## src/hdl/ismf_pkg.sv

```systemverilog
// shared types and constants for the in-place 3x3 smoothing filter
// no dependencies; imported by every module of the block but ismf_ram

package ismf_pkg;

   // line store geometry
   localparam int LINE_DEPTH = 1024;
   localparam int LINE_AW    = $clog2(LINE_DEPTH);
   localparam int CNT_W      = LINE_AW + 1;

   // field widths
   localparam int CHAN_W   = 8;
   localparam int PIX_W    = 3 * CHAN_W;
   localparam int ROW_W    = 10;
   localparam int COLUMN_W = 10;
   localparam int IWIDTH_W = 11;
   localparam int BAND_W   = 10;
   localparam int SUM_W    = 12;

   // fill count saturates one past a full line
   localparam logic [CNT_W-1:0] FILL_MAX  = CNT_W'(LINE_DEPTH + 1);
   localparam int               MIN_WIDTH = 3;

   // rounding and divide by ten through a reciprocal
   localparam logic [SUM_W-1:0]  ROUND_BIAS  = SUM_W'(5);
   localparam logic [SUM_W-1:0]  RECIP_TEN   = SUM_W'(3277);
   localparam int                RECIP_SHIFT = 15;
   localparam logic [CHAN_W-1:0] CHAN_MAX    = '1;

   // register port
   localparam int CSR_AW    = 4;
   localparam int CSR_DW    = 32;
   localparam int REG_IDX_W = 2;
   localparam logic [REG_IDX_W-1:0] REG_IMAGE_WIDTH    = 2'd0;
   localparam logic [REG_IDX_W-1:0] REG_BAND_FIRST_ROW = 2'd1;
   localparam logic [REG_IDX_W-1:0] REG_BAND_ROW_COUNT = 2'd2;

   localparam logic [IWIDTH_W-1:0] IMAGE_WIDTH_RESET    = IWIDTH_W'(640);
   localparam logic [BAND_W-1:0]   BAND_FIRST_ROW_RESET = BAND_W'(32);
   localparam logic [BAND_W-1:0]   BAND_ROW_COUNT_RESET = BAND_W'(64);

   typedef struct packed {
      logic [CHAN_W-1:0] red;
      logic [CHAN_W-1:0] green;
      logic [CHAN_W-1:0] blue;
   } pixel_type;

   typedef struct packed {
      logic [SUM_W-1:0] red;
      logic [SUM_W-1:0] green;
      logic [SUM_W-1:0] blue;
   } sum_type;

   // per-word control decided at the input side
   typedef struct packed {
      logic               drop;
      logic               has_result;
      logic               smooth;
      logic [LINE_AW-1:0] col;
      logic [ROW_W-1:0]   out_row;
      logic [LINE_AW-1:0] out_col;
   } item_ctl_type;

endpackage

```

## src/hdl/ismf_output.sv

```systemverilog
// final divide by ten with the left result fed back, and the result register
// depends on ismf_pkg

module ismf_output
   import ismf_pkg::*;
(
   input  logic                clock,
   input  logic                reset,
   input  logic                load,
   input  logic                smooth,
   input  sum_type             part_sum,
   input  pixel_type           pass_pix,
   input  logic [ROW_W-1:0]    row,
   input  logic [LINE_AW-1:0]  col,
   input  logic                rsp_stall,
   output logic                out_free,
   output pixel_type           result,
   output logic                rsp_valid,
   output logic [CHAN_W-1:0]   rsp_out_red,
   output logic [CHAN_W-1:0]   rsp_out_green,
   output logic [CHAN_W-1:0]   rsp_out_blue,
   output logic [ROW_W-1:0]    rsp_out_row,
   output logic [COLUMN_W-1:0] rsp_out_column
);

   logic                valid_ff, valid_in;
   pixel_type           pix_ff;
   pixel_type           left_ff;
   logic [ROW_W-1:0]    row_ff;
   logic [COLUMN_W-1:0] column_ff;

   function automatic logic [CHAN_W-1:0] div10_sat(input logic [SUM_W-1:0] s);
      logic [2*SUM_W-1:0] prod, quot;
      prod = (2*SUM_W)'(s) * (2*SUM_W)'(RECIP_TEN);
      quot = prod >> RECIP_SHIFT;
      if (quot > (2*SUM_W)'(CHAN_MAX)) begin
         return CHAN_MAX;
      end
      return quot[CHAN_W-1:0];
   endfunction

   always_comb begin
      if (smooth) begin
         result.red   = div10_sat(part_sum.red + SUM_W'(left_ff.red));
         result.green = div10_sat(part_sum.green + SUM_W'(left_ff.green));
         result.blue  = div10_sat(part_sum.blue + SUM_W'(left_ff.blue));
      end else begin
         result = pass_pix;
      end
      out_free = !valid_ff || !rsp_stall;
      valid_in = load || (valid_ff && rsp_stall);
   end

   always_ff @(posedge clock) begin
      if (reset) begin
         valid_ff <= 1'b0;
         left_ff  <= '0;
      end else begin
         valid_ff <= valid_in;
         if (load) begin
            left_ff <= result;
         end
      end
   end

   always_ff @(posedge clock) begin
      if (load) begin
         pix_ff    <= result;
         row_ff    <= row;
         column_ff <= COLUMN_W'(col);
      end
   end

   assign rsp_valid      = valid_ff;
   assign rsp_out_red    = pix_ff.red;
   assign rsp_out_green  = pix_ff.green;
   assign rsp_out_blue   = pix_ff.blue;
   assign rsp_out_row    = row_ff;
   assign rsp_out_column = column_ff;

endmodule

```

## config.mk

```make
export PLATFORM = sky130hd
export DESIGN_NAME = ismf_output
export DESIGN_NICKNAME = d
export VERILOG_FILES = /design/src/hdl/ismf_pkg.sv /design/src/hdl/ismf_output.sv
export SDC_FILE = /design/constraint.sdc
export NUM_CORES = 1
export LEC_CHECK = 0
export BUFFER_PORTS_ARGS = -buffer_cell sky130_fd_sc_hd__buf_2
export CORE_UTILIZATION = 30
export DETAILED_ROUTE_END_ITERATION = 10
export HOLD_SLACK_MARGIN = 0.02
export PLACE_DENSITY = 0.51
export SYNTH_ARGS = -nofsm -noshare
export SYNTH_HDL_FRONTEND = slang
export SYNTH_SLANG_ARGS = --single-unit
```

## constraint.sdc

```tcl
create_clock -name clock -period 20.8 [get_ports clock]
set_input_delay 3.12 -clock clock [delete_from_list [all_inputs] [get_ports clock]]
set_output_delay 3.12 -clock clock [all_outputs]
set_load 0.01 [all_outputs]
```

==> results.yml <==
outcome:
  status: "complete, no violations"
global_routing:
  grt_max_degree: 73
  track_usage: 0.1570
  grt_pass1_vias: 9206
  grt_antenna_before_repair: 1
  grt_pass1_wl_microns: 47850
  overflow: 0
yosys:
  synth-seq-cells: 69
  yosysUniqueCellTypes: 66
  synth-edff-count: 44
  synth-main-ff-cell: "edfxtp_1"
  syn_area_sq_um: 11750
  synth_seq_area_share: 0.1551
  synth_nets: 1677
  netlist_instances: 1214
  synth-async-reset-ratio: 0
  syn_area_per_cell_sq_um: 9.676
  ys_warn_count: 0
detailed_routing:
  vias: 8711
  drc: 0
  finalWirelength_microns: 29750
  route.detailed.wl_per_inst_microns: 15.74
  vias_per_cell: 4.609
  drt_pre_antenna_iters: 4
  postRouteAntennaNets: 0
  drtIter0Drc: 256
timing:
  finalSetupTns_ns: 0
  grt_setup_unrepaired: "no"
  fmax_mhz: 74.52
  max_slew_margin: 0.3262
  finalHoldViolCount: 0
  skew_ns: 0.009277
  period_needed_ns: 13.42
  tightest_slew_ns: 1.003
  slew_violations: 0
  setup-violations-final: 0
  fin_crit_sh: 0.6452
critical_path:
  cp.required_ns: 17.68
  worst-path-buf-inv: 5
  cp-end-kind: "primary output"
  critPathMaxStageDelay_ns: 0.56
  cp_common_cell: "fa_1"
  cp-start-kind: "input port"
  reg2regPathDepth: 24
  arrival_ns: 10.30
  crit_family: "adder cells"
  crit_type: "input port to primary output"
  cp_slowest_cell: "fa_1"
  path_depth: 26
  crit_fanout: 8
clocking:
  postCtsSetupBuffers: 0
  cts.path.max_buffers: 2
  hold_buffers: 0
  cts_tree: "yes"
  cts_buffers: 9
  clk_pin_slew_worst_paths_ns: 0.06
  root_buffer: "clkbuf_16"
  clock_sinks: 69
  htreeDepth: 3
  clk_latency_ns: 0.37
  post_cts_resized: 0
floorplanning:
  die-area_sq_um: 39950
  initial_core_util: 0.3039
  rows: 72
  fp.dieH_microns: 199.9
  io_pins: 155
  core_sq_um: 38650
  die_w_microns: 199.9
placement:
  portBuffers: 154
  place_congestion: 0.8546
  hpwl_microns: 25390
flow_run:
  cap_violations: 0
min_path:
  hold_path_depth: 2
  hp-class: "flip-flop to flip-flop"
final_layout:
  fillers: 3984
  drive_gt1_frac: 0.1422
  nets: 1829
  area_delta_synth_final_pct: 14.50
[flip-flops by register name (all words and copies together), names as in the netlist]
signal,count
rsp_out_red,8
rsp_out_column,10
rsp_valid,1
rsp_out_row,10
rsp_out_green,8
rsp_out_blue,8
left_ff,24
[kinds of logic (layout without fill, tap and decap cells)]
logic type | after synthesis | in the layout | share of synthesized area
adder cells (fa/ha/maj) | 378 | 378 | 0.4736
buffers and inverters | 275 | 432 | 0.08798
AND/OR/NAND/NOR | 208 | 208 | 0.09235
AO/OA/AOI/OAI | 188 | 188 | 0.1189
XOR/XNOR | 91 | 91 | 0.06785
flip-flops | 69 | 69 | 0.1551
multiplexers | 5 | 5 | 0.004261
other | 0 | 1 | 0
[layer usage]
metal | global-route usage | wire length (microns) | up-vias
li1 | - | - | 4372
met1 | 0.2008 | 13900 | 4175
met2 | 0.2695 | 14240 | 138
met3 | 0.02520 | 1112 | 26
met4 | 0.04919 | 496 | 0
met5 | 0 | 0 | -
[final timing paths]
check	start	to	slack (ns)
min reg2reg	left_ff[7]	left_ff[7]	0.48
min	left_ff[7]	left_ff[7]	0.48
max reg2reg	left_ff[8]	rsp_out_green[7]	13.37
max	part_sum[12]	result[10]	7.38
[through the flow]
step / hold WS, ns / instance area, sq um / std cells / setup WS [ns] / utilization
after floorplan: 0.4498 / 11750 / 1214 / 8.667 / -
final: 0.4802 / 13450 / 1890 / 7.381 / 0.3480
after global routing: 0.5034 / 13450 / 1889 / 6.954 / 0.3479
after detailed placement: 0.4723 / 13130 / 1873 / 7.362 / 0.3396
after global placement: 0.4624 / 13130 / 1873 / 7.429 / 0.3396
after CTS: 0.4816 / 13450 / 1889 / 7.323 / 0.3479
[placed cells by master (no fill, tap or decap), drive strengths merged, types with 3 or more instances in the layout]
cell	netlist	routed
ha	267	267
inv	260	262
buf	2	156
fa	111	111
nor2	63	63
a21oi	53	53
xor2	47	47
xnor2	44	44
edfxtp	44	44
nand2	32	32
nand2b	25	25
dfxtp	25	25
o21ai	25	25
a21o	24	24
and2	19	19
nand3	14	14
o22ai	12	12
o32ai	10	10
nor3	9	9
clkbuf	13	9
o21bai	9	9
o31ai	8	8
nor2b	7	7
and3	7	7
o21a	6	6
or3	6	6
nand4	5	5
o211ai	5	5
mux2i	5	5
a211oi	5	5
a41oi	4	4
o41ai	4	4
nor3b	4	4
or3b	4	4
o311ai	4	4
a211o	3	3
nand3b	3	3
o21ba	3	3
[synthesized netlist by cell type, types with 5 or more instances]
cell type,number,share of area
o21ai_0,21,0.0089
o22ai_1,12,0.0064
nor2_1,63,0.020
nor2b_1,7,0.0037
xnor2_1,44,0.033
clkbuf_1,13,0.0042
o21a_1,6,0.0038
o21bai_1,8,0.0051
or3_1,6,0.0032
nand2_1,32,0.010
dfxtp_1,25,0.043
nand3_1,14,0.0060
and3_1,6,0.0032
nand4_1,5,0.0027
o32ai_1,10,0.0075
and2_1,19,0.010
a21o_1,23,0.015
o31ai_1,6,0.0038
xor2_1,47,0.035
fa_1,111,0.19
nor3_1,9,0.0038
nand2b_1,25,0.013
edfxtp_1,44,0.11
ha_1,267,0.28
inv_1,260,0.083
mux2i_1,5,0.0043
o211ai_1,5,0.0032
a21oi_1,52,0.022
[worst reg2reg max path, stage by stage (launching register included)]
cell and delay [ns]:
dfxtp_1 0.34, ha_1 0.22, fa_1 0.40, a21o_1 0.19, a21oi_1 0.25, o21bai_1 0.10, a21oi_1 0.24, o21ai_1 0.18
xor2_1 0.55, xor2_1 0.30, fa_1 0.47, fa_1 0.55, inv_1 0.05, fa_1 0.50, fa_1 0.56, inv_1 0.04
ha_1 0.33, and4_4 0.17, and3_1 0.17, a21oi_1 0.34, o2bb2ai_2 0.18, a31oi_1 0.29, o31ai_4 0.17, nor4_1 0.46
nor2_1 0.12
[layout make-up]
cell class,instances,area [sq um],share of cell area
multi-input combinational,870,8891,0.6611
clock inverter,7,96.34,0.007163
clock buffer,9,225.2,0.01675
timing repair buffer,156,788.3,0.05861
tap,518,648.1,0.04819
inverter,260,975.9,0.07257
sequential,69,1822,0.1355
antenna,1,2.502,0.0001861
Power is left out: the tool's default activity adds up to more than one toggle a clock period on the data nets, which glitch-free logic cannot reach.
