$ cat config.mk
export PLATFORM = sky130hd
export DESIGN_NAME = ismf_position
export DESIGN_NICKNAME = d
export VERILOG_FILES = /design/src/hdl/ismf_pkg.sv /design/src/hdl/ismf_position.sv
export SDC_FILE = /design/constraint.sdc
export NUM_CORES = 1
export LEC_CHECK = 0
export ABC_AREA = 1
export BUFFER_PORTS_ARGS = -buffer_cell sky130_fd_sc_hd__buf_2
export CAP_MARGIN = 20
export CORE_ASPECT_RATIO = 1.75
export CORE_MARGIN = 2
export CORE_UTILIZATION = 65
export DETAILED_ROUTE_END_ITERATION = 8
export GPL_TIMING_DRIVEN = 0
export PLACE_DENSITY = 0.85
export SETUP_SLACK_MARGIN = 0.4
export SLEW_MARGIN = 40
export SYNTH_ARGS = -nofsm -noshare
export SYNTH_HDL_FRONTEND = slang
export SYNTH_SLANG_ARGS = --single-unit
$ cat constraint.sdc
create_clock -name clock -period 13.9 [get_ports clock]
set_input_delay 0.695 -clock clock [delete_from_list [all_inputs] [get_ports clock]]
set_output_delay 0.695 -clock clock [all_outputs]
set_load 0.02 [all_outputs]
$ cat src/hdl/ismf_pkg.sv
// shared types and constants for the in-place 3x3 smoothing filter
// no dependencies; imported by every module of the block but ismf_ram

package ismf_pkg;

   // line store geometry
   localparam int LINE_DEPTH = 1024;
   localparam int LINE_AW    = $clog2(LINE_DEPTH);
   localparam int CNT_W      = LINE_AW + 1;

   // field widths
   localparam int CHAN_W   = 8;
   localparam int PIX_W    = 3 * CHAN_W;
   localparam int ROW_W    = 10;
   localparam int COLUMN_W = 10;
   localparam int IWIDTH_W = 11;
   localparam int BAND_W   = 10;
   localparam int SUM_W    = 12;

   // fill count saturates one past a full line
   localparam logic [CNT_W-1:0] FILL_MAX  = CNT_W'(LINE_DEPTH + 1);
   localparam int               MIN_WIDTH = 3;

   // rounding and divide by ten through a reciprocal
   localparam logic [SUM_W-1:0]  ROUND_BIAS  = SUM_W'(5);
   localparam logic [SUM_W-1:0]  RECIP_TEN   = SUM_W'(3277);
   localparam int                RECIP_SHIFT = 15;
   localparam logic [CHAN_W-1:0] CHAN_MAX    = '1;

   // register port
   localparam int CSR_AW    = 4;
   localparam int CSR_DW    = 32;
   localparam int REG_IDX_W = 2;
   localparam logic [REG_IDX_W-1:0] REG_IMAGE_WIDTH    = 2'd0;
   localparam logic [REG_IDX_W-1:0] REG_BAND_FIRST_ROW = 2'd1;
   localparam logic [REG_IDX_W-1:0] REG_BAND_ROW_COUNT = 2'd2;

   localparam logic [IWIDTH_W-1:0] IMAGE_WIDTH_RESET    = IWIDTH_W'(640);
   localparam logic [BAND_W-1:0]   BAND_FIRST_ROW_RESET = BAND_W'(32);
   localparam logic [BAND_W-1:0]   BAND_ROW_COUNT_RESET = BAND_W'(64);

   typedef struct packed {
      logic [CHAN_W-1:0] red;
      logic [CHAN_W-1:0] green;
      logic [CHAN_W-1:0] blue;
   } pixel_type;

   typedef struct packed {
      logic [SUM_W-1:0] red;
      logic [SUM_W-1:0] green;
      logic [SUM_W-1:0] blue;
   } sum_type;

   // per-word control decided at the input side
   typedef struct packed {
      logic               drop;
      logic               has_result;
      logic               smooth;
      logic [LINE_AW-1:0] col;
      logic [ROW_W-1:0]   out_row;
      logic [LINE_AW-1:0] out_col;
   } item_ctl_type;

endpackage

$ cat src/hdl/ismf_position.sv
// raster position, fill and drain tracking for incoming words
// depends on ismf_pkg

module ismf_position
   import ismf_pkg::*;
(
   input  logic                clock,
   input  logic                reset,
   input  logic [IWIDTH_W-1:0] image_width,
   input  logic [BAND_W-1:0]   band_first_row,
   input  logic [BAND_W-1:0]   band_row_count,
   input  logic                advance,
   input  logic                flush,
   input  logic                frame_start,
   output item_ctl_type        item_ctl
);

   logic [ROW_W-1:0]   in_row_ff, in_row_in;
   logic [LINE_AW-1:0] in_col_ff, in_col_in;
   logic [CNT_W-1:0]   filled_ff, filled_in;
   logic [CNT_W-1:0]   drain_ff, drain_in;

   logic [CNT_W-1:0]   width, width_plus1, col_inc, filled_base;
   logic [LINE_AW-1:0] col_base, col_cur;
   logic [ROW_W-1:0]   row_base, row_cur, res_row;
   logic [LINE_AW-1:0] res_col;
   logic [BAND_W:0]    band_end;
   logic               restart, smooth_row;

   function automatic logic [CNT_W-1:0] clamp_width(input logic [IWIDTH_W-1:0] iw);
      logic [CNT_W-1:0] w;
      if (int'(iw) < MIN_WIDTH) begin
         w = CNT_W'(MIN_WIDTH);
      end else if (int'(iw) > LINE_DEPTH) begin
         w = CNT_W'(LINE_DEPTH);
      end else begin
         w = CNT_W'(iw);
      end
      return w;
   endfunction

   always_comb begin
      width       = clamp_width(image_width);
      width_plus1 = width + CNT_W'(1);
      restart     = !flush && frame_start;
      row_base    = restart ? '0 : in_row_ff;
      col_base    = restart ? '0 : in_col_ff;
      filled_base = restart ? '0 : filled_ff;

      // a column left beyond a narrowed width wraps first
      if (CNT_W'(col_base) >= width) begin
         col_cur = '0;
         row_cur = row_base + ROW_W'(1);
      end else begin
         col_cur = col_base;
         row_cur = row_base;
      end

      // due result is one row and one pixel back
      if (col_cur != '0) begin
         res_row = row_cur - ROW_W'(1);
         res_col = col_cur - LINE_AW'(1);
      end else begin
         res_row = row_cur - ROW_W'(2);
         res_col = LINE_AW'(width - CNT_W'(1));
      end

      band_end   = (BAND_W+1)'(band_first_row) + (BAND_W+1)'(band_row_count);
      smooth_row = (res_row != '0) && (res_row >= band_first_row) &&
                   ((BAND_W+1)'(res_row) < band_end);

      item_ctl.drop       = flush && (drain_ff >= width_plus1);
      item_ctl.has_result = filled_base >= width_plus1;
      item_ctl.smooth     = !flush && (col_cur >= LINE_AW'(2)) && smooth_row;
      item_ctl.col        = col_cur;
      item_ctl.out_row    = res_row;
      item_ctl.out_col    = res_col;

      col_inc = CNT_W'(col_cur) + CNT_W'(1);
      if (col_inc >= width) begin
         in_col_in = '0;
         in_row_in = row_cur + ROW_W'(1);
      end else begin
         in_col_in = col_cur + LINE_AW'(1);
         in_row_in = row_cur;
      end
      filled_in = (filled_base >= FILL_MAX) ? filled_base : filled_base + CNT_W'(1);
      drain_in  = flush ? drain_ff + CNT_W'(1) : '0;
   end

   always_ff @(posedge clock) begin
      if (reset) begin
         in_row_ff <= '0;
         in_col_ff <= '0;
         filled_ff <= '0;
         drain_ff  <= '0;
      end else if (advance && !item_ctl.drop) begin
         in_row_ff <= in_row_in;
         in_col_ff <= in_col_in;
         filled_ff <= filled_in;
         drain_ff  <= drain_in;
      end
   end

endmodule

==> flow_metrics.env, run 1 <==
export IMPL_result_of_the_run="completed"
export IMPL_worst_setup_hold_path_clk_slew_ps=70
export IMPL_detailed_place_hpwl_um=13300
export IMPL_critical_path_class="input pin to output port"
export IMPL_fp_dieH_um=128
export IMPL_synthDistinctLibCells=52
export IMPL_library_cell_with_the_highest_instance_count_after_synthesis="nand2_1"
export IMPL_min_period_over_period=0.490
export IMPL_synth_seq_cells=42
export IMPL_synth_enable_flop_cells=0
export IMPL_clock_fmax_mhz=147
export IMPL_antenna_cells=0
export IMPL_synth_top_cells_by_count="nand2_1 (202), inv_1 (136), nor2_1 (83)"
export IMPL_totalPowerFinal_w=0.000490
export IMPL_fin_crit_ps=6810
export IMPL_power_frac_clock=0.248
export IMPL_fin_worst_skew_ps=7.99
export IMPL_via_per_inst=5.58
export IMPL_detailedRoute_firstIterationViolations=290
export IMPL_grt_first_pass_wirelength_um=25200
export IMPL_syn_to_final_growth_pct=11.0
export IMPL_maximum_clock_insertion_buffer_count=2
export IMPL_grt_max_degree=16
export IMPL_worstSetupEndpointType="output port"
export IMPL_drt_pass1_iter_count=5
export IMPL_min_delay_worst_endpoint="in_col_ff[4]"
export IMPL_synthDominantAreaCellType="ha_1"
export IMPL_detail_route_wl_per_cell_um=14.6
export IMPL_number_of_global_route_vias_before_repair=5832
export IMPL_clock_latency_on_the_worst_skew_pair_ps=300
export IMPL_routed_wirelength_um=15900
export IMPL_postSynth_asyncResetShare=0
export IMPL_power_internal_w=0.000276
export IMPL_postLayoutSetupSlackWorst_ps=7090
export IMPL_timing_hold_worst_start="in_col_ff[4]"
export IMPL_synth_sequential_area_ratio=0.146
export IMPL_power_per_cell_area_nw_per_um2=76.7
export IMPL_io_buffers=67
export IMPL_drc_errors=0
export IMPL_post_route_cells_drive_above_1_share=0.147
export IMPL_core_sq_um=8610
export IMPL_highest_routed_layer="met4"
export IMPL_syn_cell_area_sq_um=5750
export IMPL_initial_cell_density_of_the_core=0.668
export IMPL_max_slew_margin=0.462
export IMPL_cts_sinks=42
export IMPL_total_clock_buffers_created_by_cts=5
export IMPL_net_switching_power_w=0.000213
export IMPL_clock_tree_from_tritoncts="built"
export IMPL_cts_repair_resize_count=0
export IMPL_design_die_area_sq_um=9640
export IMPL_final_antenna_net_count=0
export IMPL_power_leakage_nw=3.41
export IMPL_critical_path_max_fanout=10
export IMPL_report_final_slew_viol_count=0
export IMPL_critPathRequiredTime_ps=13200
export IMPL_placementRows=45
export IMPL_synth_mux_area_fraction=0
export IMPL_worst_r2r_path_depth=34
export IMPL_grt_antenna_before_repair=0
export IMPL_ys_top_cells_by_area="ha_1 (18%), dfxtp_1 (15%), nand2_1 (13%)"
export IMPL_max_cap_violations=0
export IMPL_cts_root_buf="clkbuf_16"
export IMPL_synth_top_area_share=0.176
export IMPL_final_instance_count_excl_fill=1092
export IMPL_worst_endpoint_arrival_ps=6120
export IMPL_die_width_um=75.1
export IMPL_combPwrFrac=0.488
export IMPL_num_nets_final=1092
export IMPL_regToRegEndpoint="in_row_ff[9]"
export IMPL_power_share_sequential=0.264
export IMPL_ff2ff_setup_slack_ps=8600
export IMPL_cts_setup_buffers=0
export IMPL_grt_setup_unrepaired="no"
export IMPL_route_met2_wl_um=8540
export IMPL_crit_path_start_kind="input pin"
export IMPL_boundaryPins=69
export IMPL_setup_total_negative_slack_ps=0
export IMPL_timing_worst_slew_pin_value_ps=799
export IMPL_hold_depth=2
export IMPL_compound_gate_portion_of_the_synthesized_area=0.153
export IMPL_placed_instances=1084
export IMPL_synthSimpleGateAreaFrac=0.345
export IMPL_h_tree_levels=2
export IMPL_synth_area_per_cell_sq_um=6.39
export IMPL_synth_top_family_by_area="simple AND/OR/NAND/NOR gates"
export IMPL_postCtsHoldBufs=0
export IMPL_synthAdderAreaFrac=0.180
export IMPL_ir_worst_vdd_mv=0.0975
export IMPL_grtUsageTotal=0.338
export IMPL_dominantRegCellSynth="dfxtp_1"
export IMPL_yosys_warnings=0
export IMPL_grt_remaining_overflow=0
export IMPL_detail_route_wirelength_met1_um=5700
export IMPL_min_path_type="register to register"
export IMPL_post_synth_xor_area_fraction=0.0624
export IMPL_report_final_setup_viol=0
export IMPL_mappedNetlistNets=1018
export IMPL_routed_met3_length_um=563
export IMPL_crit_reg2reg_launch="in_col_ff[7]"
export IMPL_routed_via_count=6088
export IMPL_gp_congestion=0.916
export IMPL_holdWs_ps=466
export IMPL_synthesis_instances=900
export IMPL_hold_violations=0
export IMPL_power_share_switching=0.436
export IMPL_detailedPlace_worstSlack_ps=7130
[registers in the layout, summed over array words and instances, names as in the netlist]
| register | count |
|---|---|
| drain_ff | 11 |
| in_row_ff | 10 |
| in_col_ff | 10 |
| filled_ff | 11 |
[logic make-up (layout without fill, tap and decap cells)]
family,after synthesis,count (layout)
AO/OA/AOI/OAI,149,149
XOR/XNOR,41,41
adder cells (fa/ha/maj),82,82
buffers and inverters,162,237
flip-flops,42,42
AND/OR/NAND/NOR,424,424
[area by class of cell]
| type | count | area [sq um] |
|---|---|---|
| multi-input cells | 696 | 4250 |
| fillers | 768 | 2230 |
| flip-flops and latches | 42 | 841 |
| inverters | 148 | 562 |
| repair buffers | 67 | 335 |
| well taps | 117 | 146 |
| clock buffers | 5 | 125 |
| plain buffers | 14 | 95.1 |
| clock inverters | 3 | 25.0 |
[layer usage]
metal,track usage,vias to the layer above
met3,0.0407,75
met2,0.638,186
met4,0.246,0
li1,-,3102
met5,0,-
met1,0.313,2725
[power groups by stage]
| stage | clock [W] | sequential [W] | combinational (W) |
|---|---|---|---|
| 2_1_floorplan | 0 | 0.000131 | 0.000172 |
| 3_3_place_gp | 0 | 0.000132 | 0.000231 |
| 3_5_place_dp | 0 | 0.000132 | 0.000236 |
| 4_1_cts | 0.000122 | 0.000129 | 0.000237 |
| 5_1_grt | 0.000125 | 0.000130 | 0.000269 |
| 6_report | 0.000121 | 0.000129 | 0.000239 |
[critical path, stage by stage]
cell and delay (ps):
buf_2 110, nor4_1 440, a31oi_1 270, nor2_1 380
inv_1 160, ha_1 340, nand2_1 70, nor2_2 110
nand3_2 210, nand4_2 240, buf_6 200, nor2_4 80
inv_1 140, ha_1 170, nand2_1 110, o21bai_2 400
nand3_1 200, xor2_1 220, ha_1 320, nand2_1 110
or4_1 520, o2111ai_1 220, nand3_1 100, nor2_1 120
buf_2 180
[how the worst max path moves through the flow]
stage,start,endpoint,slack (ps),depth (start not counted)
final,image_width[7],item_ctl[30],7090,25
after global routing,image_width[7],item_ctl[30],6680,25
after CTS,image_width[7],item_ctl[30],7120,25
after detailed placement,image_width[7],item_ctl[30],7130,25
after global placement,image_width[7],item_ctl[30],7140,25
after floorplan,image_width[7],item_ctl[30],7970,25
[through the flow]
step                instance area [sq um]  utilization
floorplan                            5750            -
global placement                     6230        0.723
detailed placement                   6230        0.723
CTS                                  6380        0.741
global route                         6380        0.741
finish                               6380        0.741
[layout by cell type (no fill, tap or decap), drive strengths merged, types with 5 or more instances in the layout]
cell,Yosys,layout
a21oi,71,71
buf,6,73
clkbuf,8,13
dfxtp,42,42
ha,81,81
inv,146,147
nand2,214,214
nand3,55,55
nand4,14,14
nor2,101,101
nor3,24,24
nor4,5,5
o211ai,6,6
o21ai,47,47
xnor2,12,12
xor2,29,29
No activity file was read; power rests on OpenSTA's default activity.
==> inputs of run 2 (changes only) <==
--- a/config.mk
+++ b/config.mk
@@ -10,10 +10,10 @@
 export CAP_MARGIN = 20
 export CORE_ASPECT_RATIO = 1.75
 export CORE_MARGIN = 2
-export CORE_UTILIZATION = 65
+export CORE_UTILIZATION = 61
 export DETAILED_ROUTE_END_ITERATION = 8
 export GPL_TIMING_DRIVEN = 0
-export PLACE_DENSITY = 0.85
+export PLACE_DENSITY = 0.8
 export SETUP_SLACK_MARGIN = 0.4
 export SLEW_MARGIN = 40
 export SYNTH_ARGS = -nofsm -noshare
==> constraint.sdc (replaced) <==
create_clock -name clock -period 6.69 [get_ports clock]
set_input_delay 0.3345 -clock clock [delete_from_list [all_inputs] [get_ports clock]]
set_output_delay 0.3345 -clock clock [all_outputs]
set_load 0.02 [all_outputs]
==> run 2 against run 1 <==
Against the previous run: hold slack worse by 120 ps; clock power up 110%; highest routed layer unchanged; register-to-register slack got worse by 7100 ps; largest power group unchanged; first-iteration DRC count decreased by 17%; combinational power is 110% higher; global-route usage is 3.1 points lower; clock-buffer cell count unchanged; sequential cell count unchanged; clock skew down 4.7 ps; utilization decreased by 3.6 points; largest cell class unchanged; design area increased by 0.49%.
==> flow_metrics.env, run 2 (synthesized netlist as in run 1, its figures left out) <==
export IMPL_result_of_the_run="completed"
export IMPL_layout_cells_most_common_list="nand2_1 (202), inv_1 (136), ha_1 (81)"
export IMPL_cts_repair_resize_count=0
export IMPL_routed_wirelength_um=15700
export IMPL_cts_setup_buffers=0
export IMPL_critical_path_class="input pin to output port"
export IMPL_design_die_area_sq_um=10300
export IMPL_initial_cell_density_of_the_core=0.632
export IMPL_routed_via_count=6058
export IMPL_layout_commonest_cell="nand2_1"
export IMPL_report_final_setup_viol=0
export IMPL_clock_fmax_mhz=170
export IMPL_boundaryPins=69
export IMPL_cts_root_buf="clkbuf_16"
export IMPL_drc_errors=0
export IMPL_worst_setup_hold_path_clk_slew_ps=60
export IMPL_report_final_slew_viol_count=0
export IMPL_reg_largest_list="drain_ff (11), filled_ff (11)"
export IMPL_maximum_clock_insertion_buffer_count=2
export IMPL_min_path_type="input pin to register"
export IMPL_detailed_place_hpwl_um=13300
export IMPL_h_tree_levels=2
export IMPL_fin_worst_skew_ps=3.28
export IMPL_critical_path_max_fanout=10
export IMPL_critPathRequiredTime_ps=6360
export IMPL_syn_to_final_growth_pct=11.5
export IMPL_met3_usage=0.0225
export IMPL_postCtsHoldBufs=0
export IMPL_detailedRoute_firstIterationViolations=240
export IMPL_grt_util_met1=0.303
export IMPL_grt_remaining_overflow=0
export IMPL_cts_sinks=42
export IMPL_detail_route_wl_per_cell_um=14.4
export IMPL_global_route_usage_met2=0.607
export IMPL_clock_latency_on_the_worst_skew_pair_ps=290
export IMPL_hold_violations=0
export IMPL_max_cap_violations=0
export IMPL_totalPowerFinal_w=0.00102
export IMPL_ir_worst_vdd_mv=0.176
export IMPL_num_nets_final=1092
export IMPL_fp_dieH_um=132
export IMPL_setup_total_negative_slack_ps=0
export IMPL_power_per_cell_area_nw_per_um2=159
export IMPL_crit_path_start_kind="input pin"
export IMPL_grt_max_degree=16
export IMPL_die_width_um=77.4
export IMPL_worst_endpoint_arrival_ps=5550
export IMPL_timing_worst_slew_pin_value_ps=706
export IMPL_grt_setup_unrepaired="no"
export IMPL_min_period_over_period=0.880
export IMPL_grt_antenna_before_repair=0
export IMPL_max_slew_margin=0.524
export IMPL_grtUsageTotal=0.308
export IMPL_fin_crit_ps=5890
export IMPL_grt_first_pass_wirelength_um=25700
export IMPL_total_clock_buffers_created_by_cts=5
export IMPL_io_buffers=67
export IMPL_final_antenna_net_count=0
export IMPL_antenna_cells=0
export IMPL_clock_tree_from_tritoncts="built"
export IMPL_drt_pass1_iter_count=5
export IMPL_grt_most_used_layer="met2"
export IMPL_worstSetupEndpointType="output port"
export IMPL_number_of_global_route_vias_before_repair=5831
export IMPL_gp_congestion=0.952
export IMPL_power_leakage_nw=3.41
export IMPL_post_route_cells_drive_above_1_share=0.152
export IMPL_placementRows=46
export IMPL_via_per_inst=5.53
export IMPL_core_sq_um=9090
run 2: area by class of cell:
class	instances	area [sq um]
Inverter	148	562
Sequential cell	42	841
Buffer	14	95.1
Clock inverter	3	25.0
Timing Repair Buffer	67	335
Clock buffer	5	125
Tap cell	120	150
Multi-Input combinational cell	696	4280
Fill cell	883	2680
run 2: path summary, 6_finish.rpt:
path,startpoint,slack (ps),cells after the start,endpoint
min,advance,350,4,drain_ff[2]
min reg2reg,in_col_ff[6],470,2,in_col_ff[6]
max reg2reg,in_col_ff[7],1520,34,in_row_ff[9]
max,image_width[7],800,25,item_ctl[30]
run 2: where the power goes:
group / leakage [nW] / internal (W) / switching, W / total (W)
combinational: 2.99 / 0.000174 / 0.000325 / 0.000498
clock: 0.0704 / 0.000140 / 0.000112 / 0.000252
sequential: 0.343 / 0.000261 / 0.00000793 / 0.000269
total: 3.41 / 0.000575 / 0.000444 / 0.00102
run 2: metal layers:
| layer | share of wire | vias to the layer above |
|---|---|---|
| li1 | - | 3108 |
| met1 | 0.36 | 2731 |
| met2 | 0.55 | 171 |
| met3 | 0.034 | 48 |
| met4 | 0.053 | 0 |
| met5 | 0 | - |
run 2: worst max-delay path, stage by stage:
cell and delay [ps]:
buf_2 120, nor4_2 420, a31oi_2 250, nor2_2 290
inv_1 130, ha_1 340, nand2_1 80, nor2_2 120
nand3_2 210, nand4_2 240, buf_6 200, nor2_4 80
inv_1 150, ha_1 170, nand2_1 120, o21bai_4 280
nand3_1 180, xor2_1 220, ha_1 320, nand2_1 100
or4_1 510, o2111ai_1 270, nand3_1 120, nor2_1 120
buf_2 170
run 2: through the flow:
stage	cells	hold WS, ps	area [sq um]	util	setup slack [ps]
after floorplan	900	445	5750	-	1480
after global placement	1087	452	6240	0.686	559
after detailed placement	1087	456	6240	0.686	515
after CTS	1095	348	6390	0.702	504
after global routing	1095	389	6410	0.705	475
final	1095	346	6410	0.705	805
