$ cat config.mk
export PLATFORM = sky130hd
export DESIGN_NAME = ismf_window
export DESIGN_NICKNAME = d
export VERILOG_FILES = /design/src/hdl/ismf_pkg.sv /design/src/hdl/ismf_window.sv
export SDC_FILE = /design/constraint.sdc
export NUM_CORES = 1
export LEC_CHECK = 0
export BUFFER_PORTS_ARGS = -buffer_cell sky130_fd_sc_hd__buf_4
export CAP_MARGIN = 20
export CORE_UTILIZATION = 35
export CTS_CLUSTER_DIAMETER = 60
export DETAILED_ROUTE_END_ITERATION = 12
export HOLD_SLACK_MARGIN = 0.02
export PLACE_DENSITY_LB_ADDON = 0.3
export SLEW_MARGIN = 20
export SYNTH_ARGS = -nofsm -noshare
export SYNTH_HDL_FRONTEND = slang
export SYNTH_SLANG_ARGS = --single-unit
$ cat constraint.sdc
create_clock -name clock -period 4.5 [get_ports clock]
set_input_delay 0.9 -clock clock [delete_from_list [all_inputs] [get_ports clock]]
set_output_delay 0.9 -clock clock [all_outputs]
set_load 0.1 [all_outputs]
$ cat src/hdl/ismf_pkg.sv
// shared types and constants for the in-place 3x3 smoothing filter
// no dependencies; imported by every module of the block but ismf_ram

package ismf_pkg;

   // line store geometry
   localparam int LINE_DEPTH = 1024;
   localparam int LINE_AW    = $clog2(LINE_DEPTH);
   localparam int CNT_W      = LINE_AW + 1;

   // field widths
   localparam int CHAN_W   = 8;
   localparam int PIX_W    = 3 * CHAN_W;
   localparam int ROW_W    = 10;
   localparam int COLUMN_W = 10;
   localparam int IWIDTH_W = 11;
   localparam int BAND_W   = 10;
   localparam int SUM_W    = 12;

   // fill count saturates one past a full line
   localparam logic [CNT_W-1:0] FILL_MAX  = CNT_W'(LINE_DEPTH + 1);
   localparam int               MIN_WIDTH = 3;

   // rounding and divide by ten through a reciprocal
   localparam logic [SUM_W-1:0]  ROUND_BIAS  = SUM_W'(5);
   localparam logic [SUM_W-1:0]  RECIP_TEN   = SUM_W'(3277);
   localparam int                RECIP_SHIFT = 15;
   localparam logic [CHAN_W-1:0] CHAN_MAX    = '1;

   // register port
   localparam int CSR_AW    = 4;
   localparam int CSR_DW    = 32;
   localparam int REG_IDX_W = 2;
   localparam logic [REG_IDX_W-1:0] REG_IMAGE_WIDTH    = 2'd0;
   localparam logic [REG_IDX_W-1:0] REG_BAND_FIRST_ROW = 2'd1;
   localparam logic [REG_IDX_W-1:0] REG_BAND_ROW_COUNT = 2'd2;

   localparam logic [IWIDTH_W-1:0] IMAGE_WIDTH_RESET    = IWIDTH_W'(640);
   localparam logic [BAND_W-1:0]   BAND_FIRST_ROW_RESET = BAND_W'(32);
   localparam logic [BAND_W-1:0]   BAND_ROW_COUNT_RESET = BAND_W'(64);

   typedef struct packed {
      logic [CHAN_W-1:0] red;
      logic [CHAN_W-1:0] green;
      logic [CHAN_W-1:0] blue;
   } pixel_type;

   typedef struct packed {
      logic [SUM_W-1:0] red;
      logic [SUM_W-1:0] green;
      logic [SUM_W-1:0] blue;
   } sum_type;

   // per-word control decided at the input side
   typedef struct packed {
      logic               drop;
      logic               has_result;
      logic               smooth;
      logic [LINE_AW-1:0] col;
      logic [ROW_W-1:0]   out_row;
      logic [LINE_AW-1:0] out_col;
   } item_ctl_type;

endpackage

$ cat src/hdl/ismf_window.sv
// 3x3 window registers and partial neighbor sum, one column a word
// depends on ismf_pkg

module ismf_window
   import ismf_pkg::*;
(
   input  logic      clock,
   input  logic      advance,
   input  pixel_type above_pix,
   input  pixel_type upper_right,
   input  pixel_type pix,
   output sum_type   part_sum,
   output pixel_type pass_pix
);

   pixel_type center_ff, up_ff, up_left_ff, down_left_ff, down_ff, pass_ff;
   sum_type   part_sum_ff, part_sum_in;

   // everything but the left neighbor, with the rounding bias folded in
   function automatic logic [SUM_W-1:0] chan_sum(
      input logic [CHAN_W-1:0] ul, input logic [CHAN_W-1:0] u,
      input logic [CHAN_W-1:0] ur, input logic [CHAN_W-1:0] ctr,
      input logic [CHAN_W-1:0] rt, input logic [CHAN_W-1:0] dl,
      input logic [CHAN_W-1:0] d,  input logic [CHAN_W-1:0] dr);
      logic [SUM_W-1:0] upper, lower;
      upper = SUM_W'(ul) + SUM_W'(u) + SUM_W'(ur) + SUM_W'(rt);
      lower = SUM_W'(dl) + SUM_W'(d) + SUM_W'(dr) + ROUND_BIAS;
      return upper + lower + SUM_W'(ctr) + SUM_W'(ctr);
   endfunction

   always_comb begin
      part_sum_in.red   = chan_sum(up_left_ff.red, up_ff.red, upper_right.red,
                                   center_ff.red, above_pix.red, down_left_ff.red,
                                   down_ff.red, pix.red);
      part_sum_in.green = chan_sum(up_left_ff.green, up_ff.green, upper_right.green,
                                   center_ff.green, above_pix.green, down_left_ff.green,
                                   down_ff.green, pix.green);
      part_sum_in.blue  = chan_sum(up_left_ff.blue, up_ff.blue, upper_right.blue,
                                   center_ff.blue, above_pix.blue, down_left_ff.blue,
                                   down_ff.blue, pix.blue);
   end

   always_ff @(posedge clock) begin
      if (advance) begin
         center_ff    <= above_pix;
         up_ff        <= upper_right;
         up_left_ff   <= up_ff;
         down_left_ff <= down_ff;
         down_ff      <= pix;
         part_sum_ff  <= part_sum_in;
         pass_ff      <= center_ff;
      end
   end

   assign part_sum = part_sum_ff;
   assign pass_pix = pass_ff;

endmodule

==> key figures, run 1 <==
Status
  • Outcome: completed

Critical path
  • Required @ worst endpoint: 4.69 ns
  • Crit path launch type: input port
  • Worst r2r src: center_ff[0]$_DFFE_PP_
  • Slowest stage delay, CP: 0.53 ns
  • Data arrival, critical path: 4.42 ns
  • Reg2Reg Setup Slack: 0.40 ns
  • Crit-path cells: buf_4 > inv_1 > fa_1 > inv_1 > fa_1 > fa_1 > fa_1 > ha_1 > fa_1 > a211oi_2 > o211ai_1 > a31oi_1 > nor2b_1
  • FF-to-FF End: part_sum[11]$_DFFE_PP_
  • Bufs and invs on worst path: 3
  • Setup CP Type: input port to register
  • Worst setup EP type: register
  • Worst Path Max Fanout: 2
  • Most used cell, CP: fa_1
  • Worst path slowest cell: fa_1
  • Cell family with most CP delay: adder cells
  • Worst-case reg-to-reg path depth: 12

CTS
  • Post-cts sizing count: 0
  • Worst skew pair latency: 0.43 ns
  • Inserted Clock Buffers: 17
  • CTS tree: built
  • Clock Path Buffers: 2
  • Clock sink total: 180
  • Post-CTS setup buffers: 0
  • Hold_buf cts: 0
  • CTS root buf: clkbuf_16
  • Max H-tree Level: 4
  • Clock Pin Slew Worst Setup and Hold Paths: 0.07 ns

Layout
  • Nets: 1263
  • Filler Cell Count: 2920
  • Storage element area: 5410 µm²
  • Multi-input gate area: 4250 µm²
  • Most frequent cells in the layout: inv_1, edfxtp_1, buf_4
  • Layout cell share with drive strength beyond 1: 19.8%
  • Most common cell after layout, fill and taps aside: inv_1
  • Post-route cell area: 13200 µm²
  • Synthesis-to-layout area growth: 20.6%

Logic synthesis
  • Largest area contributor in the netlist: edfxtp_1
  • Synth top area cells: edfxtp_1, fa_1, inv_1
  • Post-Syn Area: 10900 µm²
  • Main synth FF type: edfxtp_1
  • Synth top area share: 49.4%
  • Mapped Nets: 1090
  • Synth cell types: 32
  • Number of synthesized flops with an enable pin: 180
  • Seq/Total Area, Yosys: 49.4%
  • FFs w/ async S/R, synth: 0%
  • Syn Inst Count: 830
  • FF+latch count, synth: 180
  • Post-Syn Area per Cell: 13.2 µm²
  • Synth warnings: 0

Floorplanning
  • Initial core utilization: 35.7%
  • Width of the die: 179 µm
  • Chip height: 179 µm
  • Num ports: 134
  • Die area: 32000 µm²
  • Row count: 64
  • Core area: 30700 µm²

Job
  • Number of max-cap violations: 0

Min path
  • Hold endpoint: up_left_ff[13]$_DFFE_PP_
  • Worst hold start: up_ff[13]$_DFFE_PP_
  • Worst Hold Path Cells: 0
  • Hold WC Path Type: register to register

STA
  • Slew @ Worst Pin: 0.776 ns
  • Fmax: 0.236 GHz
  • Crit path time final: 4.23 ns
  • Worst Clk Skew: 0.0107 ns
  • Tcrit/Tclk final: 94.0%
  • RSZ-0062 raised after global routing: no
  • Setup-failing EPs final: 0
  • Slew Limit Fails: 0
  • Hold_ws: 0.448 ns
  • Final Hold Viols: 0
  • Slew headroom: 48.3%

Global routing
  • Global-route wire length before repair: 31200 µm
  • Overall global routing resource usage: 12.9%
  • Vias in the first global route: 6404
  • Largest net degree at the start of global routing: 79
  • Initial antenna violation count: 2
  • Total gr overflow: 0

Routing
  • DR vias/cell: 4.13
  • Drt total wl: 18400 µm
  • Drt first pass iters: 6
  • Initial DRC Count: 243
  • Wire length per cell: 13.0 µm
  • Post-route ant nets: 0
  • # DRC: 0
  • Via count: 5834

Place
  • Dpl cell area: 12600 µm²
  • GP Congestion: 0.774
  • Number of port buffers: 133
  • HPWL after detailed placement: 14500 µm
==> cell usage after synthesis (all sizes together), types with 2 or more instances <==
master,instances
a21o,3
a21oi,14
a221oi,2
and3,2
edfxtp,180
fa,144
ha,42
inv,346
nand2,10
nand3,14
nand3b,2
nand4,2
nand4b,2
nor2,10
nor2b,4
nor3,5
o2111ai,2
o211ai,4
o21ai,7
o21bai,4
o221ai,2
o31a,2
o41ai,2
xnor2,16
xor2,6
==> per-layer routing <==
metal,wire length (µm),part of all wire (%),GRT usage [%],up-vias
li1,-,-,-,2836
met1,7890,43,15.5,2888
met2,9260,50,22.0,83
met3,652,3.6,2.84,25
met4,537,2.9,6.11,2
met5,14,0.076,0,-
==> kinds of logic (layout without fill, tap and decap cells) <==
kind of cell               Yosys count  in the layout  share of synthesized area [%]
AOI/OAI and AO/OA                   44             44                           3.35
xor gates and xnor gates            22             22                           1.90
adders and majority gates          186            186                           31.1
buffers and inverters              346            532                           11.9
DFF                                180            180                           49.4
other                                0              1                              0
and+or+nand+nor                     52             52                           2.37
==> worst max path at each step <==
stage | from | end | slack (ns) | depth (start not counted)
after floorplan | above_pix[1] | part_sum[11]$_DFFE_PP_ | 0.08 | 12
after global placement | above_pix[1] | part_sum[11]$_DFFE_PP_ | -0.22 | 13
after detailed placement | above_pix[1] | part_sum[11]$_DFFE_PP_ | -0.26 | 13
after CTS | above_pix[1] | part_sum[11]$_DFFE_PP_ | 0.19 | 13
after global routing | above_pix[1] | part_sum[11]$_DFFE_PP_ | 0.14 | 13
final | above_pix[1] | part_sum[11]$_DFFE_PP_ | 0.27 | 13
==> area by class of cell <==
cell class | count | area share (%)
multi-input cells | 304 | 32.2
clock buffers | 19 | 3.28
inverters | 346 | 9.84
diodes | 1 | 0.0190
repair buffers | 154 | 8.88
flip-flops and latches | 180 | 40.9
well taps | 396 | 3.75
clock inverters | 13 | 1.14
==> sequential cells by signal, summed over array words and instances (netlist names) <==
signal        flops
up_left_ff       24
up_ff            24
pass_pix         24
down_ff          24
center_ff        24
down_left_ff     24
part_sum         36
==> through the flow <==
step                      instances  setup TNS [ns]  util (%)  setup WS [ns]
after global routing           1413               0      43.1          0.140
final                          1413               0      43.1          0.269
after CTS                      1412               0      43.0          0.191
after global placement         1380           -1.40      41.1         -0.217
after detailed placement       1380           -1.99      41.1         -0.259
after floorplan                 830               0         -         0.0760
Power of run 1 is left out: the tool's default activity adds up to more than one toggle a clock period on the data nets, which glitch-free logic cannot reach.
==> run 2: changes to the inputs <==
- ABC_AREA: not set -> 1
- CAP_MARGIN: 20 -> not set
- CTS_CLUSTER_SIZE: not set -> 12
==> run 2 against run 1 <==
Via count rose by 3.7%. Critical path type unchanged. Sequential share of layout area hardly changed. The run now ends with design-rule violations left. Global-route usage rose by 0.21 points. Clock-buffer cell count shrank 1. Cell count up 5.6%. Clock skew increased by 0.00088 ns. Worst setup slack gained 0.20 ns. First-iteration DRC count rose by 52%. Routed wire length up 3.8%. Synthesized cell count grew 12%. Register-to-register slack improved by 0.15 ns. Design area barely moved.
==> key figures, run 2 <==
STA
  • Crit path time final: 4.03 ns (-0.198 ns)
  • Slew Limit Fails: 0 (unchanged)
  • TNS Setup: 0 ns (unchanged)
  • Fmax: 0.248 GHz (+4.9%)
  • Worst Clk Skew: 0.0115 ns (+0.000880 ns)
  • Setup-failing EPs final: 0 (unchanged)
  • Tcrit/Tclk final: 89.6% (-4.4 points)
  • Final Hold Viols: 0 (unchanged)
  • Worst setup margin: 0.467 ns (+0.198 ns)
  • RSZ-0062 raised after global routing: no
  • Slew @ Worst Pin: 0.621 ns (-0.155 ns)
  • Slew headroom: 58.6% (+10 points)

Routing
  • Via count: 6051 (+3.7%)
  • Drt total wl: 19100 µm (+3.8%)
  • Post-route ant nets: 0 (unchanged)
  • DR vias/cell: 4.06 (-1.8%)
  • # DRC: 5 (+5)
  • Initial DRC Count: 369 (+52%)
  • Drt first pass iters: 8 (+2)
  • Wire length per cell: 12.8 µm (-1.7%)

Logic synthesis
  • Top-count cell post-synth: inv_1
  • Synth top area cells: edfxtp_1, fa_1, inv_1
  • FFs w/ async S/R, synth: 0% (unchanged)
  • Main synth FF type: edfxtp_1
  • Post-Syn Area: 11100 µm² (+1.2%)
  • Syn Inst Count: 927 (+12%)
  • Number of synthesized flops with an enable pin: 180 (unchanged)
  • Synth warnings: 0 (unchanged)
  • Synth cell types: 16 (-50%)
  • Seq/Total Area, Yosys: 48.8% (-0.57 points)
  • Mapped Nets: 1187 (+8.9%)
  • Post-Syn Area per Cell: 11.9 µm² (-9.4%)
  • FF+latch count, synth: 180 (unchanged)
  • Largest area contributor in the netlist: edfxtp_1
  • Synth top area share: 48.8% (-0.57 points)
  • Post-synth top cells: inv_1, edfxtp_1, fa_1, nand2_1, ha_1

Critical path
  • Required @ worst endpoint: 4.69 ns (about the same)
  • Worst-case reg-to-reg path depth: 14 (+2)
  • Worst setup EP type: register
  • Data arrival, critical path: 4.23 ns (-0.19 ns)
  • Crit path launch type: input port
  • Worst r2r src: center_ff[16]$_DFFE_PP_
  • Reg2Reg Setup Slack: 0.55 ns (+0.15 ns)
  • Setup CP Type: input port to register
  • FF-to-FF End: part_sum[35]$_DFFE_PP_
  • Worst Path Max Fanout: 3 (+1)

Global routing
  • Overall global routing resource usage: 13.1% (+0.21 points)
  • Initial antenna violation count: 1 (-1)
  • Vias in the first global route: 6654 (+3.9%)
  • Global-route wire length before repair: 32900 µm (+5.2%)
  • Largest net degree at the start of global routing: 80 (+1.3%)
  • Total gr overflow: 0 (unchanged)

Floorplanning
  • Num ports: 134 (unchanged)
  • Die area: 32400 µm² (+1.2%)
  • Initial core utilization: 35.9% (+0.23 points)
  • Core area: 30800 µm² (+0.52%)
  • Row count: 64 (unchanged)
  • Chip height: 180 µm (+0.58%)
  • Width of the die: 180 µm (+0.58%)

CTS
  • Worst skew pair latency: 0.44 ns (about the same)
  • Clock Path Buffers: 2 (unchanged)
  • Post-CTS setup buffers: 0 (unchanged)
  • Inserted Clock Buffers: 17 (unchanged)
  • Clock sink total: 180 (unchanged)
  • Max H-tree Level: 4 (unchanged)
  • Clock Pin Slew Worst Setup and Hold Paths: 0.07 ns (about the same)
  • CTS tree: built
  • Post-cts sizing count: 0 (unchanged)
  • CTS root buf: clkbuf_16
  • Hold_buf cts: 0 (unchanged)

Place
  • Dpl cell area: 12600 µm² (about the same)
  • HPWL after detailed placement: 15200 µm (+4.3%)
  • GP Congestion: 0.857 (+11%)
  • Dpl ws: 0.0102 ns (+0.270 ns)
  • Number of port buffers: 133 (unchanged)

Min path
  • Hold WC Path Type: register to register
  • Hold endpoint: pass_pix[22]$_DFFE_PP_
  • Worst hold start: center_ff[22]$_DFFE_PP_
  • Worst Hold Path Cells: 0 (unchanged)

Layout
  • Nets: 1342 (+6.3%)
  • Filler Cell Count: 2934 (+0.48%)
  • Layout cell share with drive strength beyond 1: 15.6% (-4.2 points)
  • Synthesis-to-layout area growth: 19.3%
  • Most common cell after layout, fill and taps aside: inv_1
  • Util after Layout: 42.8% (-0.22 points)
  • Max FFs per register: 36 (unchanged)
  • Post-route cell area: 13200 µm² (about the same)
  • Most frequent cells in the layout: inv_1, edfxtp_1, fa_1

Job
  • Number of max-cap violations: 0 (unchanged)

Status
  • Failing checks: design-rule violations
  • Outcome: complete, but fails checks
==> run 2: worst max-delay path by stage <==
stage                        startpoint                endpoint  slack, ns  cells after the start
after floorplan            above_pix[1]   part_sum[7]$_DFFE_PP_       0.31                     14
after global placement     above_pix[9]  part_sum[23]$_DFFE_PP_       0.06                     15
after detailed placement         pix[8]  part_sum[19]$_DFFE_PP_       0.01                     15
after CTS                       pix[16]  part_sum[31]$_DFFE_PP_       0.48                     15
after global routing      above_pix[17]  part_sum[31]$_DFFE_PP_       0.26                     15
final                      above_pix[1]  part_sum[11]$_DFFE_PP_       0.47                     15
==> run 2: cells by family (layout without fill, tap and decap cells) <==
logic type	Yosys count	in the layout	synth area share [%]
flops	180	180	48.8
compound gates	18	18	0.960
simple gates	159	159	5.89
fa+ha+maj	186	186	30.8
buf+inv	372	540	12.6
other cells	0	1	0
xor+xnor	12	12	0.949
==> run 2: cell type report <==
cell class                      instances  area [µm²]  share of cell area [%]
Timing Repair Buffer                  136        1040                    7.85
Antenna cell                            1        2.50                  0.0190
Clock inverter                         14         168                    1.27
Sequential cell                       180        5410                    40.9
Inverter                              372        1400                    10.6
Multi-Input combinational cell        375        4270                    32.3
Clock buffer                           18         429                    3.25
Tap cell                              396         495                    3.75
==> run 2: metrics by stage <==
step / std cells / hold WS [ns]
floorplan: 927 / 0.426
global placement: 1459 / 0.432
detailed placement: 1459 / 0.432
CTS: 1491 / 0.450
global route: 1492 / 0.457
finish: 1492 / 0.449
==> run 2: critical path, stage by stage <==
cell,delay (ns)
buf_4,0.08
inv_1,0.05
fa_1,0.52
inv_1,0.05
fa_1,0.45
fa_1,0.51
fa_1,0.43
ha_1,0.26
fa_1,0.47
nand3_1,0.10
nand2_1,0.11
nand3_1,0.12
nand2_1,0.08
nand2_1,0.06
nand2_1,0.05
==> run 2: routing by layer <==
layer  share of wire (%)  vias to the layer above  GRT usage [%]
met5                   0                        -              0
met4                 3.0                        0           6.31
met3                 3.7                       31           2.71
met2                  47                      106           20.9
met1                  46                     2896           17.2
li1                    -                     3018              -
Power of run 2 is left out for the same reason.
==> run 3: changes to the inputs <==
- CORE_UTILIZATION: 35 -> 45
- clock period: 4.5 -> 3.7 ns (I/O delays scaled with it)
==> run 3 against run 2 <==
The flow now finishes without violations. Sequential share of layout area down 2.1 points. Flip-flop and latch count unchanged. Utilization up 15 points. Largest cell class unchanged.
==> key figures, run 3 (synthesized netlist as in run 2, its figures left out) <==
Critical path
  • Setup CP Type: input port to register
  • Worst r2r src: center_ff[8]$_DFFE_PP_
  • Data arrival, critical path: 3.85 ns (-0.38 ns)
  • Worst setup EP type: register
  • Worst Setup SP: pix[20]
  • Required @ worst endpoint: 3.87 ns (-0.82 ns)
  • Crit path launch type: input port
  • Worst Path Max Fanout: 4 (+1)

Layout
  • Multi-input gate area: 4750 µm² (+11%)
  • Max FFs per register: 36 (unchanged)
  • Most frequent cells in the layout: inv_1, edfxtp_1, buf_4
  • Storage element area: 5410 µm² (unchanged)
  • Util after Layout: 57.5% (+15 points)
  • Nets: 1385 (+3.2%)
  • Post-route cell area: 13900 µm² (+5.5%)
  • Synthesis-to-layout area growth: 25.8%
  • Filler Cell Count: 2060 (-30%)
  • Layout cell share with drive strength beyond 1: 28.5% (+13 points)
  • Finished Layout Cells: 1463 (-1.9%)
  • Most common cell after layout, fill and taps aside: inv_1

STA
  • Slew headroom: 54.6% (-4.0 points)
  • Final Hold Viols: 0 (unchanged)
  • Worst Clk Skew: 0.0124 ns (+0.000835 ns)
  • Tcrit/Tclk final: 99.5%
  • Slew Limit Fails: 0 (unchanged)
  • Fmax: 0.272 GHz
  • RSZ-0062 raised after global routing: yes
  • Slew @ Worst Pin: 0.681 ns (+0.0603 ns)
  • Setup-failing EPs final: 0 (unchanged)
  • Crit path time final: 3.68 ns
  • Hold_ws: 0.447 ns (-0.00193 ns)

Routing
  • Via count: 6343 (+4.8%)
  • Post-route ant nets: 0 (unchanged)
  • Initial DRC Count: 265 (-28%)
  • # DRC: 0 (-5)
  • DR vias/cell: 4.34 (+6.9%)
  • Wire length per cell: 12.8 µm (-0.15%)
  • Drt total wl: 18700 µm (-2.1%)
  • Drt first pass iters: 5 (-3)

Floorplanning
  • Chip height: 159 µm (-12%)
  • Die area: 25200 µm² (-22%)
  • Width of the die: 159 µm (-12%)
  • Initial core utilization: 45.7% (+9.7 points)
  • Core area: 24200 µm² (-21%)
  • Num ports: 134 (unchanged)
  • Row count: 57 (-11%)

Min path
  • Hold WC Path Type: register to register
  • Worst hold start: down_ff[5]$_DFFE_PP_

CTS
  • Inserted Clock Buffers: 17 (unchanged)
  • Worst skew pair latency: 0.42 ns (-0.02 ns)
  • Hold_buf cts: 0 (unchanged)
  • Clock Pin Slew Worst Setup and Hold Paths: 0.07 ns (about the same)
  • CTS root buf: clkbuf_16
  • Clock sink total: 180 (unchanged)
  • Max H-tree Level: 4 (unchanged)
  • Clock Path Buffers: 2 (unchanged)
  • CTS tree: built

Place
  • Number of port buffers: 133 (unchanged)
  • Dpl cell area: 13100 µm² (+3.7%)
  • Placed cells: 1421 (-2.6%)
  • GP Congestion: 0.788 (-8.1%)
  • HPWL after detailed placement: 14500 µm (-4.2%)

Global routing
  • Largest net degree at the start of global routing: 112 (+40%)
  • Overall global routing resource usage: 16.1% (+2.9 points)
  • Global-route wire length before repair: 32000 µm (-2.5%)
  • Initial antenna violation count: 2 (+1)
  • Total gr overflow: 0 (unchanged)
  • Vias in the first global route: 6823 (+2.5%)

Status
  • Outcome: completed

Job
  • Number of max-cap violations: 0 (unchanged)
run 3: metrics by stage:
stage	setup WS, ns	TNS (ns)
after floorplan	-0.205	-2.61
after global placement	-0.447	-9.03
final	0.0195	0
after detailed placement	-0.487	-10.07
after global routing	-0.138	-1.08
after CTS	0.00147	0
run 3: repair_timing:
action                                  in CTS  in global routing
resized for setup                            0                 75
setup buffers                                2                  7
cloned                                       0                  0
endpoints found under the setup margin       9                 21
pin swaps                                    5                 28
run 3: layout make-up:
type	count	area share [%]
clock inverter	12	0.880
sequential	180	38.8
multi-input combinational	375	34.1
clock buffer	20	3.13
antenna	1	0.0180
inverter	372	10.3
timing repair buffer	179	9.90
tap	324	2.91
run 3: metal layers:
metal / track usage [%] / wire length [µm] / vias to the layer above
li1: - / - / 3107
met2: 27.7 / 9740 / 101
met1: 20.0 / 7830 / 3119
met3: 4.36 / 917 / 14
met4: 4.11 / 160 / 2
met5: 0 / 13 / -
run 3: path summary, 6_finish.rpt:
kind                                     to  slack [ns]  depth (start not counted)
hold / removal    down_left_ff[5]$_DFFE_PP_        0.45                          0
hold reg to reg   down_left_ff[5]$_DFFE_PP_        0.45                          0
setup reg to reg     part_sum[19]$_DFFE_PP_        0.02                         14
setup / recovery     part_sum[31]$_DFFE_PP_        0.02                         16
run 3: worst max-delay path: stages:
cell	delay, ns
buf_8	0.08
inv_4	0.03
fa_1	0.54
inv_2	0.05
fa_1	0.52
fa_1	0.52
inv_2	0.05
fa_1	0.52
inv_2	0.05
ha_4	0.27
a21oi_4	0.15
nand2_4	0.09
nand3_4	0.08
nand2_2	0.06
nand2_1	0.05
nand2_1	0.04
Power of run 3 is left out for the same reason.
